`src/rtl/obm_pkg.sv`:
```
package obm_pkg;

  // Default sizing of the order stores and value fields.
  localparam int SIDE_DEPTH_DEF = 16;
  localparam int VALUE_BITS_DEF = 40;

  // Field widths fixed by the order format.
  localparam int ID_BITS   = 16;
  localparam int CFG_IDX_W = 1;

  // Configuration register indexes.
  localparam logic [CFG_IDX_W-1:0] REG_MATCH_PRODUCT = 1'd0;
  localparam logic [CFG_IDX_W-1:0] REG_MATCH_TIME    = 1'd1;

  // Most sales reported for one order set.
  localparam int MAX_RESULTS = 32;
  localparam int SALE_W      = $clog2(MAX_RESULTS + 1);

  // Order side codes.
  localparam logic SIDE_ASK = 1'b0;
  localparam logic SIDE_BID = 1'b1;

endpackage

```
`src/rtl/obm_store.sv`:
```
module obm_store import obm_pkg::*; #(
  parameter int DEPTH = SIDE_DEPTH_DEF,
  parameter int WIDTH = 2 * VALUE_BITS_DEF,
  localparam int IDX_W = (DEPTH > 1) ? $clog2(DEPTH) : 1
) (
  input  logic             clk,
  input  logic             we,
  input  logic [IDX_W-1:0] wa,
  input  logic [WIDTH-1:0] wd,
  input  logic             re,
  input  logic [IDX_W-1:0] ra,
  output logic [WIDTH-1:0] rd
);

  logic [WIDTH-1:0] mem [DEPTH];

  // One write port and one registered read port; read data holds when idle.
  always_ff @(posedge clk) begin
    if (we) begin
      mem[wa] <= wd;
    end
    if (re) begin
      rd <= mem[ra];
    end
  end

endmodule

```
`src/rtl/order_book_ask_bid_matcher.sv`:
```
// Channel  Direction  Handshake           Payload
// in       sink       in_valid/in_stall   side, product_id, time_id, order_price,
//                                         order_amount, last_order
// out      source     out_valid/out_stall sale_valid, sale_price, sale_amount,
//                                         dropped_orders, last_sale
// cfg      sink       cfg_we              cfg_index, cfg_data
//
// A kept order into a nonempty store is placed by a sorted insertion walk over the side
// store (S_INS, then S_PUT at the bottom); any other order is taken in S_IDLE.
// Matching reads each ask (S_ASK, S_ASKD) and walks the bids for it (S_BID, S_BIDD),
// then closes the run in S_END; every sale is held back until the next is known, to mark
// the last one, and a stalled result adds its stall cycles to the run.
// Reset (rst, synchronous) empties both stores and clears the drop flag; the
// stores need no clearing pass. in_stall is high while an accepted order is being
// inserted or a run of results is issued; out_stall holds the result register.
module order_book_ask_bid_matcher import obm_pkg::*; #(
  parameter int SIDE_DEPTH = SIDE_DEPTH_DEF,
  parameter int VALUE_BITS = VALUE_BITS_DEF
) (
  input  logic                  clk,
  input  logic                  rst,
  input  logic                  cfg_we,
  input  logic [CFG_IDX_W-1:0]  cfg_index,
  input  logic [ID_BITS-1:0]    cfg_data,
  input  logic                  in_valid,
  output logic                  in_stall,
  input  logic                  side,
  input  logic [ID_BITS-1:0]    product_id,
  input  logic [ID_BITS-1:0]    time_id,
  input  logic [VALUE_BITS-1:0] order_price,
  input  logic [VALUE_BITS-1:0] order_amount,
  input  logic                  last_order,
  output logic                  out_valid,
  input  logic                  out_stall,
  output logic                  sale_valid,
  output logic [VALUE_BITS-1:0] sale_price,
  output logic [VALUE_BITS-1:0] sale_amount,
  output logic                  dropped_orders,
  output logic                  last_sale
);

  localparam int IDX_W = (SIDE_DEPTH > 1) ? $clog2(SIDE_DEPTH) : 1;
  localparam int CNT_W = $clog2(SIDE_DEPTH + 1);
  localparam int ENT_W = 2 * VALUE_BITS;

  localparam logic [2:0] S_IDLE = 3'd0;
  localparam logic [2:0] S_INS  = 3'd1;
  localparam logic [2:0] S_PUT  = 3'd2;
  localparam logic [2:0] S_ASK  = 3'd3;
  localparam logic [2:0] S_ASKD = 3'd4;
  localparam logic [2:0] S_BID  = 3'd5;
  localparam logic [2:0] S_BIDD = 3'd6;
  localparam logic [2:0] S_END  = 3'd7;

  logic [2:0]            state, state_next;
  logic [ID_BITS-1:0]    match_product, match_time;
  logic                  side_q, side_q_next;
  logic                  last_q, last_q_next;
  logic [VALUE_BITS-1:0] price_q, price_q_next, amt_q, amt_q_next;
  logic [CNT_W-1:0]      pos, pos_next, pos_inc;
  logic [CNT_W-1:0]      ask_count, ask_count_next, bid_count, bid_count_next;
  logic [CNT_W-1:0]      a_idx, a_idx_next, b_idx, b_idx_next, in_cnt;
  logic                  overflow, overflow_next;
  logic [VALUE_BITS-1:0] ap, ap_next, aa, aa_next;
  logic                  pend_valid, pend_valid_next;
  logic [VALUE_BITS-1:0] pend_price, pend_price_next, pend_amt, pend_amt_next;
  logic [SALE_W-1:0]     sales, sales_next;
  logic                  keep, after, out_free, done_last;

  // Store ports, insertion side and match side.
  logic             ins_side, ins_we, ins_re;
  logic [IDX_W-1:0] ins_wa, ins_ra;
  logic [ENT_W-1:0] ins_wd;
  logic             m_ask_re, m_bid_re, m_bid_we;
  logic [IDX_W-1:0] m_ask_ra, m_bid_ra, m_bid_wa;
  logic [ENT_W-1:0] m_bid_wd;
  logic             ask_we, ask_re, bid_we, bid_re;
  logic [IDX_W-1:0] ask_wa, ask_ra, bid_wa, bid_ra;
  logic [ENT_W-1:0] ask_wd, bid_wd, ask_rd, bid_rd, ins_rd;
  logic [VALUE_BITS-1:0] rd_price, bid_p, bid_a;

  // Result register load.
  logic                  emit, e_valid, e_last;
  logic [VALUE_BITS-1:0] e_price, e_amount;

  assign in_stall  = (state != S_IDLE);
  assign out_free  = !out_valid || !out_stall;
  assign keep      = (product_id == match_product) && (time_id == match_time);
  assign in_cnt    = side ? bid_count : ask_count;
  assign pos_inc   = pos + CNT_W'(1);
  assign ins_rd    = side_q ? bid_rd : ask_rd;
  assign rd_price  = ins_rd[ENT_W-1:VALUE_BITS];
  assign after     = side_q ? (rd_price < price_q) : (rd_price > price_q);
  assign done_last = last_q;
  assign bid_p     = bid_rd[ENT_W-1:VALUE_BITS];
  assign bid_a     = bid_rd[VALUE_BITS-1:0];

  // Route the two users of the stores to their ports.
  assign ask_we = ins_we && (ins_side == SIDE_ASK);
  assign ask_wa = ins_wa;
  assign ask_wd = ins_wd;
  assign ask_re = (ins_re && (ins_side == SIDE_ASK)) || m_ask_re;
  assign ask_ra = m_ask_re ? m_ask_ra : ins_ra;
  assign bid_we = (ins_we && (ins_side == SIDE_BID)) || m_bid_we;
  assign bid_wa = m_bid_we ? m_bid_wa : ins_wa;
  assign bid_wd = m_bid_we ? m_bid_wd : ins_wd;
  assign bid_re = (ins_re && (ins_side == SIDE_BID)) || m_bid_re;
  assign bid_ra = m_bid_re ? m_bid_ra : ins_ra;

  obm_store #(.DEPTH(SIDE_DEPTH), .WIDTH(ENT_W)) u_ask (
    .clk(clk), .we(ask_we), .wa(ask_wa), .wd(ask_wd),
    .re(ask_re), .ra(ask_ra), .rd(ask_rd)
  );

  obm_store #(.DEPTH(SIDE_DEPTH), .WIDTH(ENT_W)) u_bid (
    .clk(clk), .we(bid_we), .wa(bid_wa), .wd(bid_wd),
    .re(bid_re), .ra(bid_ra), .rd(bid_rd)
  );

  // Configuration registers.
  always_ff @(posedge clk) begin
    if (rst) begin
      match_product <= '0;
      match_time    <= '0;
    end else if (cfg_we) begin
      case (cfg_index)
        REG_MATCH_PRODUCT: match_product <= cfg_data;
        REG_MATCH_TIME:    match_time    <= cfg_data;
        default: ;
      endcase
    end
  end

  // Sequencer: sorted insertion on load, then the ask/bid walk.
  always_comb begin
    state_next      = state;
    side_q_next     = side_q;
    last_q_next     = last_q;
    price_q_next    = price_q;
    amt_q_next      = amt_q;
    pos_next        = pos;
    ask_count_next  = ask_count;
    bid_count_next  = bid_count;
    a_idx_next      = a_idx;
    b_idx_next      = b_idx;
    overflow_next   = overflow;
    ap_next         = ap;
    aa_next         = aa;
    pend_valid_next = pend_valid;
    pend_price_next = pend_price;
    pend_amt_next   = pend_amt;
    sales_next      = sales;
    ins_side        = side_q;
    ins_we          = 1'b0;
    ins_wa          = '0;
    ins_wd          = {price_q, amt_q};
    ins_re          = 1'b0;
    ins_ra          = '0;
    m_ask_re        = 1'b0;
    m_ask_ra        = a_idx[IDX_W-1:0];
    m_bid_re        = 1'b0;
    m_bid_ra        = b_idx[IDX_W-1:0];
    m_bid_we        = 1'b0;
    m_bid_wa        = b_idx[IDX_W-1:0];
    m_bid_wd        = {bid_p, bid_a};
    emit            = 1'b0;
    e_valid         = 1'b0;
    e_price         = '0;
    e_amount        = '0;
    e_last          = 1'b0;
    unique case (state)
      S_IDLE: begin
        a_idx_next = '0;
        sales_next = '0;
        if (in_valid) begin
          side_q_next  = side;
          last_q_next  = last_order;
          price_q_next = order_price;
          amt_q_next   = order_amount;
          ins_side     = side;
          ins_wd       = {order_price, order_amount};
          state_next   = last_order ? S_ASK : S_IDLE;
          if (keep && (in_cnt == CNT_W'(SIDE_DEPTH))) begin
            overflow_next = 1'b1;
          end else if (keep && (in_cnt == '0)) begin
            ins_we = 1'b1;
            if (side) begin
              bid_count_next = bid_count + CNT_W'(1);
            end else begin
              ask_count_next = ask_count + CNT_W'(1);
            end
          end else if (keep) begin
            ins_re     = 1'b1;
            pos_next   = in_cnt - CNT_W'(1);
            ins_ra     = pos_next[IDX_W-1:0];
            state_next = S_INS;
          end
        end
      end
      S_INS: begin
        ins_we = 1'b1;
        ins_wa = pos_inc[IDX_W-1:0];
        if (after) begin
          // Move the entry that sorts after the new one up one place and look further down.
          ins_wd = ins_rd;
          if (pos == '0) begin
            state_next = S_PUT;
          end else begin
            ins_re   = 1'b1;
            pos_next = pos - CNT_W'(1);
            ins_ra   = pos_next[IDX_W-1:0];
          end
        end else begin
          if (side_q) begin
            bid_count_next = bid_count + CNT_W'(1);
          end else begin
            ask_count_next = ask_count + CNT_W'(1);
          end
          state_next = done_last ? S_ASK : S_IDLE;
        end
      end
      S_PUT: begin
        ins_we = 1'b1;
        if (side_q) begin
          bid_count_next = bid_count + CNT_W'(1);
        end else begin
          ask_count_next = ask_count + CNT_W'(1);
        end
        state_next = done_last ? S_ASK : S_IDLE;
      end
      S_ASK: begin
        if ((a_idx >= ask_count) || (sales == SALE_W'(MAX_RESULTS))) begin
          state_next = S_END;
        end else begin
          m_ask_re   = 1'b1;
          state_next = S_ASKD;
        end
      end
      S_ASKD: begin
        ap_next    = ask_rd[ENT_W-1:VALUE_BITS];
        aa_next    = ask_rd[VALUE_BITS-1:0];
        b_idx_next = '0;
        state_next = S_BID;
      end
      S_BID: begin
        if ((aa == '0) || (b_idx >= bid_count) || (sales == SALE_W'(MAX_RESULTS))) begin
          a_idx_next = a_idx + CNT_W'(1);
          state_next = S_ASK;
        end else begin
          m_bid_re   = 1'b1;
          state_next = S_BIDD;
        end
      end
      S_BIDD: begin
        if ((bid_a == '0) || (bid_p < ap)) begin
          b_idx_next = b_idx + CNT_W'(1);
          state_next = S_BID;
        end else if (!pend_valid || out_free) begin
          // Issue the held sale and hold this one until the next is known.
          emit            = pend_valid;
          e_valid         = 1'b1;
          e_price         = pend_price;
          e_amount        = pend_amt;
          pend_valid_next = 1'b1;
          pend_price_next = ap;
          sales_next      = sales + SALE_W'(1);
          m_bid_we        = 1'b1;
          state_next      = S_BID;
          if (bid_a >= aa) begin
            pend_amt_next = aa;
            m_bid_wd      = {bid_p, bid_a - aa};
            aa_next       = '0;
          end else begin
            pend_amt_next = bid_a;
            m_bid_wd      = {bid_p, {VALUE_BITS{1'b0}}};
            aa_next       = aa - bid_a;
            b_idx_next    = b_idx + CNT_W'(1);
          end
        end
      end
      S_END: begin
        if (out_free) begin
          emit            = 1'b1;
          e_valid         = pend_valid;
          e_price         = pend_valid ? pend_price : '0;
          e_amount        = pend_valid ? pend_amt : '0;
          e_last          = 1'b1;
          pend_valid_next = 1'b0;
          ask_count_next  = '0;
          bid_count_next  = '0;
          overflow_next   = 1'b0;
          state_next      = S_IDLE;
        end
      end
      default: state_next = S_IDLE;
    endcase
  end

  // Control state.
  always_ff @(posedge clk) begin
    if (rst) begin
      state      <= S_IDLE;
      ask_count  <= '0;
      bid_count  <= '0;
      overflow   <= 1'b0;
      pend_valid <= 1'b0;
      sales      <= '0;
      a_idx      <= '0;
      b_idx      <= '0;
      pos        <= '0;
    end else begin
      state      <= state_next;
      ask_count  <= ask_count_next;
      bid_count  <= bid_count_next;
      overflow   <= overflow_next;
      pend_valid <= pend_valid_next;
      sales      <= sales_next;
      a_idx      <= a_idx_next;
      b_idx      <= b_idx_next;
      pos        <= pos_next;
    end
  end

  // Working payload.
  always_ff @(posedge clk) begin
    side_q     <= side_q_next;
    last_q     <= last_q_next;
    price_q    <= price_q_next;
    amt_q      <= amt_q_next;
    ap         <= ap_next;
    aa         <= aa_next;
    pend_price <= pend_price_next;
    pend_amt   <= pend_amt_next;
  end

  // Result register.
  always_ff @(posedge clk) begin
    if (rst) begin
      out_valid <= 1'b0;
    end else if (emit) begin
      out_valid <= 1'b1;
    end else if (!out_stall) begin
      out_valid <= 1'b0;
    end
  end

  always_ff @(posedge clk) begin
    if (emit) begin
      sale_valid     <= e_valid;
      sale_price     <= e_price;
      sale_amount    <= e_amount;
      dropped_orders <= overflow;
      last_sale      <= e_last;
    end
  end

endmodule

```
`config.mk`:
```
export PLATFORM = sky130hd
export DESIGN_NAME = order_book_ask_bid_matcher
export DESIGN_NICKNAME = d
export VERILOG_FILES = /design/src/rtl/obm_pkg.sv /design/src/rtl/obm_store.sv /design/src/rtl/order_book_ask_bid_matcher.sv
export SDC_FILE = /design/constraint.sdc
export NUM_CORES = 2
export LEC_CHECK = 0
export BUFFER_PORTS_ARGS = -buffer_cell sky130_fd_sc_hd__buf_4
export CAP_MARGIN = 30
export CORE_ASPECT_RATIO = 2
export CORE_UTILIZATION = 30
export CTS_BUF_LIST = sky130_fd_sc_hd__clkbuf_2 sky130_fd_sc_hd__clkbuf_4 sky130_fd_sc_hd__clkbuf_8
export DETAILED_ROUTE_END_ITERATION = 10
export PLACE_DENSITY = 0.55
export SLEW_MARGIN = 40
export SYNTH_ARGS = -nofsm -noshare
export SYNTH_HDL_FRONTEND = slang
export SYNTH_SLANG_ARGS = --single-unit
```
`constraint.sdc`:
```
create_clock -name clk -period 13.6 [get_ports clk]
set_input_delay 0.68 -clock clk [delete_from_list [all_inputs] [get_ports clk]]
set_output_delay 0.68 -clock clk [all_outputs]
set_load 0.005 [all_outputs]
```
# [Yosys cells after proc, flatten, opt, wreduce, memory -nomap -nowiden]
# Memory sizes are Yosys's and may differ from the RTL's. A register that Yosys moved wholly into a read port is not among the register bits.
# Index checks and enable logic that the tools add are counted.
# W data, S select, Z words.
[word_totals] in_bits=136 wordCells=244 out_inout_bits=85 mem_bits_rw=2560 regBits=394 n_memories=2
[op_classes] add_sub_neg=10 magnitude_cmp=6 muxes=121 eq_ne=30 bitwise=3 n_reduce_logical=47
[memory_table] memory="u_ask.mem" words=16 width=80 read_ports=1 rd_ports_with_merged_regs=1 write_ports=1 line="obm_store.sv:15" text="logic [WIDTH-1:0] mem [DEPTH];"
[memory_table] memory="u_bid.mem" words=16 width=80 read_ports=1 rd_ports_with_merged_regs=1 write_ports=1 line="obm_store.sv:15"
[op_table] op="$mux W40" n=16
[op_table] op="$mux W80" n=4
[op_table] op="$pmux W40 S2" n=3
[op_table] op="$pmux W80 S2" n=1
[op_table] op="$mux W5" n=24
[op_table] op="$logic_not A40 Y1" n=2
[op_table] op="$lt A40 B40 Y1" n=2
[op_table] op="$sub A40 B40 Y40" n=2
[op_table] op="$ge A40 B40 Y1" n=1
[op_table] op="$gt A40 B40 Y1" n=1
[op_table] op="$mux W4" n=10
[op_table] op="$pmux W5 S4" n=2
[op_table] op="$mux W1" n=34
[op_table] op="$eq A16 B16 Y1" n=2
[op_table] op="$ne A2 B2 Y1 const B" n=15
[op_table] op="$pmux W5 S2" n=3
[op_table] op="$pmux W3 S8" n=1
[op_table] op="$mux W3" n=7
[op_table] op="$reduce_and A7 Y1" n=3
[op_table] op="$add A5 B1 Y5 const B" n=4
[op_table] op="$eq A3 B3 Y1 const B" n=4
[op_table] op="$mux W2" n=6
[op_table] op="$mux W6" n=2
[op_table] op="$pmux W1 S2" n=6
[op_table] op="25 further kinds" n=62

# [Longest topological paths before layout]
[depth] depth_word=11 ltp_mapped=19 ltp_nobuf=14

# [Hierarchy]
# A second synthesis with hierarchy kept.
[unflattened] hier_cells=6785 area_unflattened_um2=126323.7
[modules_own_cells] mod="obm_store" cells_per_inst=2054 seq_area_each_um2=40839.2 instances=2 area_per_inst_um2=50223.2
[modules_own_cells] mod="order_book_ask_bid_matcher" cells_per_inst=2677 seq_area_each_um2=11130.7 instances=1 area_per_inst_um2=25877.3

# [Worst setup path before layout]
# OpenSTA, ideal clock, no wires.
[synth_timing] path_type="input-to-reg" startpoint="in side" endpoint="mem u_bid.mem[5][0] in the netlist's numbering (enable)" setup_slack_ns=2.795 arrival_time_ns=10.087 cell_stages=10 n_path_buf=1 cell_sequence="clkbuf_1 > mux2_2 > inv_1 > ha_1 > nand2_1 > nor3_1 > a31oi_1 > nor3_1 > a21o_1 > nor4bb_1"
[synth_between] elab_chain_len=11
[synth_rtl] element="start, declared" line="order_book_ask_bid_matcher.sv:27" text="input logic side,"
[synth_rtl] element="$mux W5" line="order_book_ask_bid_matcher.sv:89" text="assign in_cnt = side ? bid_count : ask_count;"
[synth_rtl] element="$logic_not A5 Y1" line="order_book_ask_bid_matcher.sv:185" text="end else if (keep && (in_cnt == '0)) begin"
[synth_rtl] element="$logic_and A1 B1 Y1" line="order_book_ask_bid_matcher.sv:185"
[synth_rtl] element="$mux W1" line="order_book_ask_bid_matcher.sv:185"
[synth_rtl] element="$mux W1" line="order_book_ask_bid_matcher.sv:183" text="if (keep && (in_cnt == CNT_W'(SIDE_DEPTH))) begin"
[synth_rtl] element="$mux W1" line="order_book_ask_bid_matcher.sv:175" text="if (in_valid) begin"
[synth_rtl] element="$pmux W1 S2" line="order_book_ask_bid_matcher.sv:171" text="unique case (state)"
[synth_rtl] element="$logic_and A1 B1 Y1 (*)" line="order_book_ask_bid_matcher.sv:104" text="assign bid_we = (ins_we && (ins_side == SIDE_BID)) || m_bid_we;"
[synth_rtl] element="$logic_or A1 B1 Y1 (*)" line="order_book_ask_bid_matcher.sv:104"
[synth_rtl] element="$mux W1 (*)" line="obm_store.sv:19" text="if (we) begin"
[synth_rtl] element="$mux W1 (not written as such) (*)" line="obm_store.sv:20" text="mem[wa] <= wd;"
[synth_rtl] element="end, declared" line="obm_store.sv:15"
# Mark *: on every way between the ends. The rest lies on a longest branch, timed or not.

# [Worst setup path in the final report]
[layout_timing] startpoint="reg side_q" endpoint="reg u_bid.rd[59], read port of u_bid.mem, data pin"
[layout_between] elab_chain_len=7
[layout_rtl] element="start, declared" line="order_book_ask_bid_matcher.sv:57" text="logic side_q, side_q_next;"
[layout_rtl] element="start signal, assigned" line="order_book_ask_bid_matcher.sv:326" text="side_q <= side_q_next;"
[layout_rtl] element="$mux W80" line="order_book_ask_bid_matcher.sv:91" text="assign ins_rd = side_q ? bid_rd : ask_rd;"
[layout_rtl] element="$gt A40 B40 Y1 / $lt A40 B40 Y1 (equally long branches)" line="order_book_ask_bid_matcher.sv:93" text="assign after = side_q ? (rd_price < price_q) : (rd_price > price_q);"
[layout_rtl] element="$mux W1" line="order_book_ask_bid_matcher.sv:93"
[layout_rtl] element="$mux W1" line="order_book_ask_bid_matcher.sv:203" text="if (after) begin"
[layout_rtl] element="$pmux W1 S2" line="order_book_ask_bid_matcher.sv:171"
[layout_rtl] element="$logic_and A1 B1 Y1" line="order_book_ask_bid_matcher.sv:107" text="assign bid_re = (ins_re && (ins_side == SIDE_BID)) || m_bid_re;"
[layout_rtl] element="$logic_or A1 B1 Y1" line="order_book_ask_bid_matcher.sv:107"
[layout_rtl] element="end, declared" line="obm_store.sv:12" text="output logic [WIDTH-1:0] rd"
# Parallel ways exist; a longest one is shown, timed or not.
# A chain may end at the register's enable or synchronous reset.

==> impl_results.md <==
* Largest net degree at the start of global routing at roughly 180
* Worst Hold Class: in -> reg
* Port bufs at 220
* Setup TNS at 0 ns
* Leading area contributor after synthesis: edfxtp_1
* Power share of the clock group at between 20% and 30%
* Count of final max-slew check failures at 0
* Startpoint Class: register
* Setup Skew at approximately 0.097 ns
* Nets at 10500
* Post-route clock period utilization at between 50% and 60%
* Pint at between 15 and 20 mW
* Worst slew pin tran at just under 1 ns
* Critical-path maximum fanout at 107
* Synth Cell Area at 129000 µm²
* Post-synth top flop: edfxtp_1
* Maxcap violations at 0
* WP data arrival at approximately 8.0 ns
* Placement Setup Slack at 6.45 ns
* Post-detailed-route wirelength per cell at ~25 µm
* Core Area at around 430000 µm²
* Area delta synth->final at 14.2%
* Drt initial violations at about 7400
* Final Core Density at about a third
* DPL Wire Length at 234 mm
* Number of buffers created by CTS at about 400
* Postcts setup bufs at 0
* Crit path buf inv count at 3
* Grt total ovfl at 0
* Vias in the first global route at slightly above 80000
* TritonCTS Sinks at ~3100
* DRT Pass-1 Iters at 9
* Synth unique cells at 90
* Sw Ratio at 29.0%
* Sw Pwr at ~7 mW
* Die height at just over 900 µm
* Post-route ant nets at 0
* Crit path time final at between 7 and 8 ns
* Count leader, synth: edfxtp_1
* PwrDens at approximately 160 nW/µm²
* Post-layout instance area at between 100000 and 150000 µm²
* Top cell family by delay on the critical path: simple AND/OR/NAND/NOR gates
* Post-synth top cells: 3044 x edfxtp_1, 2163 x nand2_1, 984 x nand3_1
* Peak VDD IR at between 90 and 100 µV
* Clk_lat worst skew at about 1.1 ns
* Syn Inst Count at 9821
* Area of the multi-input gates at 33700 µm²
* Vias/cell at about 5.1
* CTS H-Tree Depth at 5
* CTS tree: built
* Clock root cell: clkbuf_8
* Initial antenna violation count at 38
* Die width at approximately 470 µm
* CTS clk-pin slew, worst paths at 0.07 ns
* Fmax at roughly 140 MHz
* Remaining routing DRC violations at 0
* FF+latch area at just over 90000 µm²
* Global-route wire length before repair at around 570 mm
* GPL Wtd Cong at a little over 0.9
* CP max-delay cell: dfxtp_4
* Slew headroom at a little over a third
* Number of setup violations in the final report at 0
* Status: completed
* Flop pwr share at ~53%
* Top cell type's share of synthesized area at 70.7%
* Most frequent CP cell: nand4_1
* Overall die area at 434000 µm²
* I/O pins at between 200 and 250
* Fin worst setup slack at about 6.3 ns
* Synth warnings at 0
* Worst-path cell chain: mux2_2 -> ha_1 -> nand4_1 -> nor4_1 -> nand3_1 -> a21oi_2 -> nor3_1 -> mux2i_2 -> o21a_4 -> buf_4 -> buf_12 -> buf_16 -> mux2i_1 -> o22a_1 -> nand4_1
* Number of synthesized flops with an enable pin at roughly 3000
* Placed Area at 138000 µm²
* RSZ-0062 raised after global routing: false
* CTS Buffer Depth at 4
* Total track usage at 17.9%
* Fillers at between 40000 and 50000
* Share of layout cells above drive strength 1 at 12.4%
* Floorplan row count at 340
* Leak at slightly above 50 nW
* Synthesis-stage register bit count at approximately 3100
* Final number of hold-violating endpoints at 0
* Synth area leaders: edfxtp_1 71%, nand2_1 6.3%, nand3_1 3.8%
* Worst EP required at between 10 and 15 ns
* Post-Route WL at between 400 and 500 mm
* Starting Density at a little under a third
* Ys async rst share at 0%
* Mapped Nets at between 10000 and 15000
* Comb power frac at between 10% and 20%
* Crit path capture type: register
* Syn_area_per_cell at roughly 13 µm²
* Crit Path Class: reg -> reg
* Proportion of synthesized chip area in sequential cells at roughly 72%
* Delay of the slowest critical-path stage at slightly below 0.8 ns
* Total number of vias at around 80000
## layout make-up
cell class / count / share of cell area (%)
Tap cell: 5643 / 4.78
Antenna cell: 16 / 0.0271
Inverter: 285 / 0.728
Clock buffer: 526 / 4.41
Timing Repair Buffer: 533 / 3.35
Multi-Input combinational cell: 5842 / 22.8
Clock inverter: 188 / 0.979
Sequential cell: 3114 / 62.9
## power by group through the flow
stage | clock [mW] | combinational [mW] | sequential, mW
global placement | 0 | 4.03 | 13.1
finish | 7.10 | 4.26 | 12.9
global route | 7.56 | 4.62 | 12.9
CTS | 7.25 | 4.24 | 12.9
detailed placement | 0 | 4.20 | 13.1
floorplan | 0 | 2.33 | 13.0
## layer usage
layer / share of wire [%] / GRT usage (%) / up-vias
met2: 51 / 31.7 / 2917
met5: 0.036 / 0 / -
met3: 5.8 / 2.43 / 758
met1: 39 / 21.4 / 41600
met4: 4.8 / 8.36 / 26
li1: - / - / 36900
## cells in the final DEF, fill, tap and decap left out, types with 96 or more instances in the layout
master            n
buf_4           331
dlygate4sd3_1    98
clkbuf_8        410
nand3_1         984
mux2i_1         338
edfxtp_1       3044
nand2_1        2160
clkinv_1         96
o21ai_0         120
ha_1            179
clkbuf_4        116
o22a_1          158
inv_1           284
nor2_1          135
a21oi_1         668
nand4_1         191
## state kept, by name, indices dropped and copies added (netlist names), 3 cells and up
register	count
u_ask.rd	80
match_product	16
sale_price	40
bid_count	5
match_time	16
sale_amount	40
pend_price	40
amt_q	40
a_idx	5
b_idx	5
pos	5
ask_count	5
sales	6
price_q	40
ap	40
aa	40
state	3
u_ask.mem	1280
u_bid.rd	80
pend_amt	40
u_bid.mem	1280
## kinds of logic after synthesis
logic type               synth area share (%)
buffers and inverters                    2.79
multiplexers                             3.37
AO/OA/AOI/OAI                            6.72
AND/OR/NAND/NOR                          12.7
adder cells (fa/ha/maj)                  1.76
XOR/XNOR                                0.813
flip-flops                               71.8
## worst register-to-register path: cells and delay by family, from the launching register on
kind / cells / cell delay [ns]
adders and majority gates: 1 / 0.34
DFF: 1 / 0.78
buffers and inverters: 3 / 1.58
AOI/OAI and AO/OA: 3 / 1.18
and+or+nand+nor: 5 / 1.70
muxes: 3 / 1.42
## timing repair
action,4_1_cts,5_1_grt
gates resized for setup,0,0
hold buffers,98,0
hold endpoints to repair,114,0
## stage by stage
| stage | hold WS, ns | cells | total power [mW] |
|---|---|---|---|
| after global routing | 0.107 | 16100 | 25.1 |
| after detailed placement | 0.439 | 15300 | 17.3 |
| after global placement | 0.428 | 15300 | 17.1 |
| after floorplan | 0.409 | 9821 | 15.4 |
| final | 0.131 | 16100 | 24.2 |
| after CTS | 0.0124 | 16100 | 24.3 |
## path summary, 6_finish.rpt
| check | from | endpoint | slack [ns] | depth (start not counted) |
|---|---|---|---|---|
| worst min-delay path | cfg_index | match_product[3] | 0.13 | 5 |
| worst max register to register | side_q | u_bid.rd[59] | 6.30 | 15 |
| worst max-delay path | side_q | u_bid.rd[59] | 6.30 | 15 |
| worst min register to register | ap[12] | pend_price[12] | 0.39 | 0 |
Power figures use the tool's default switching activity.
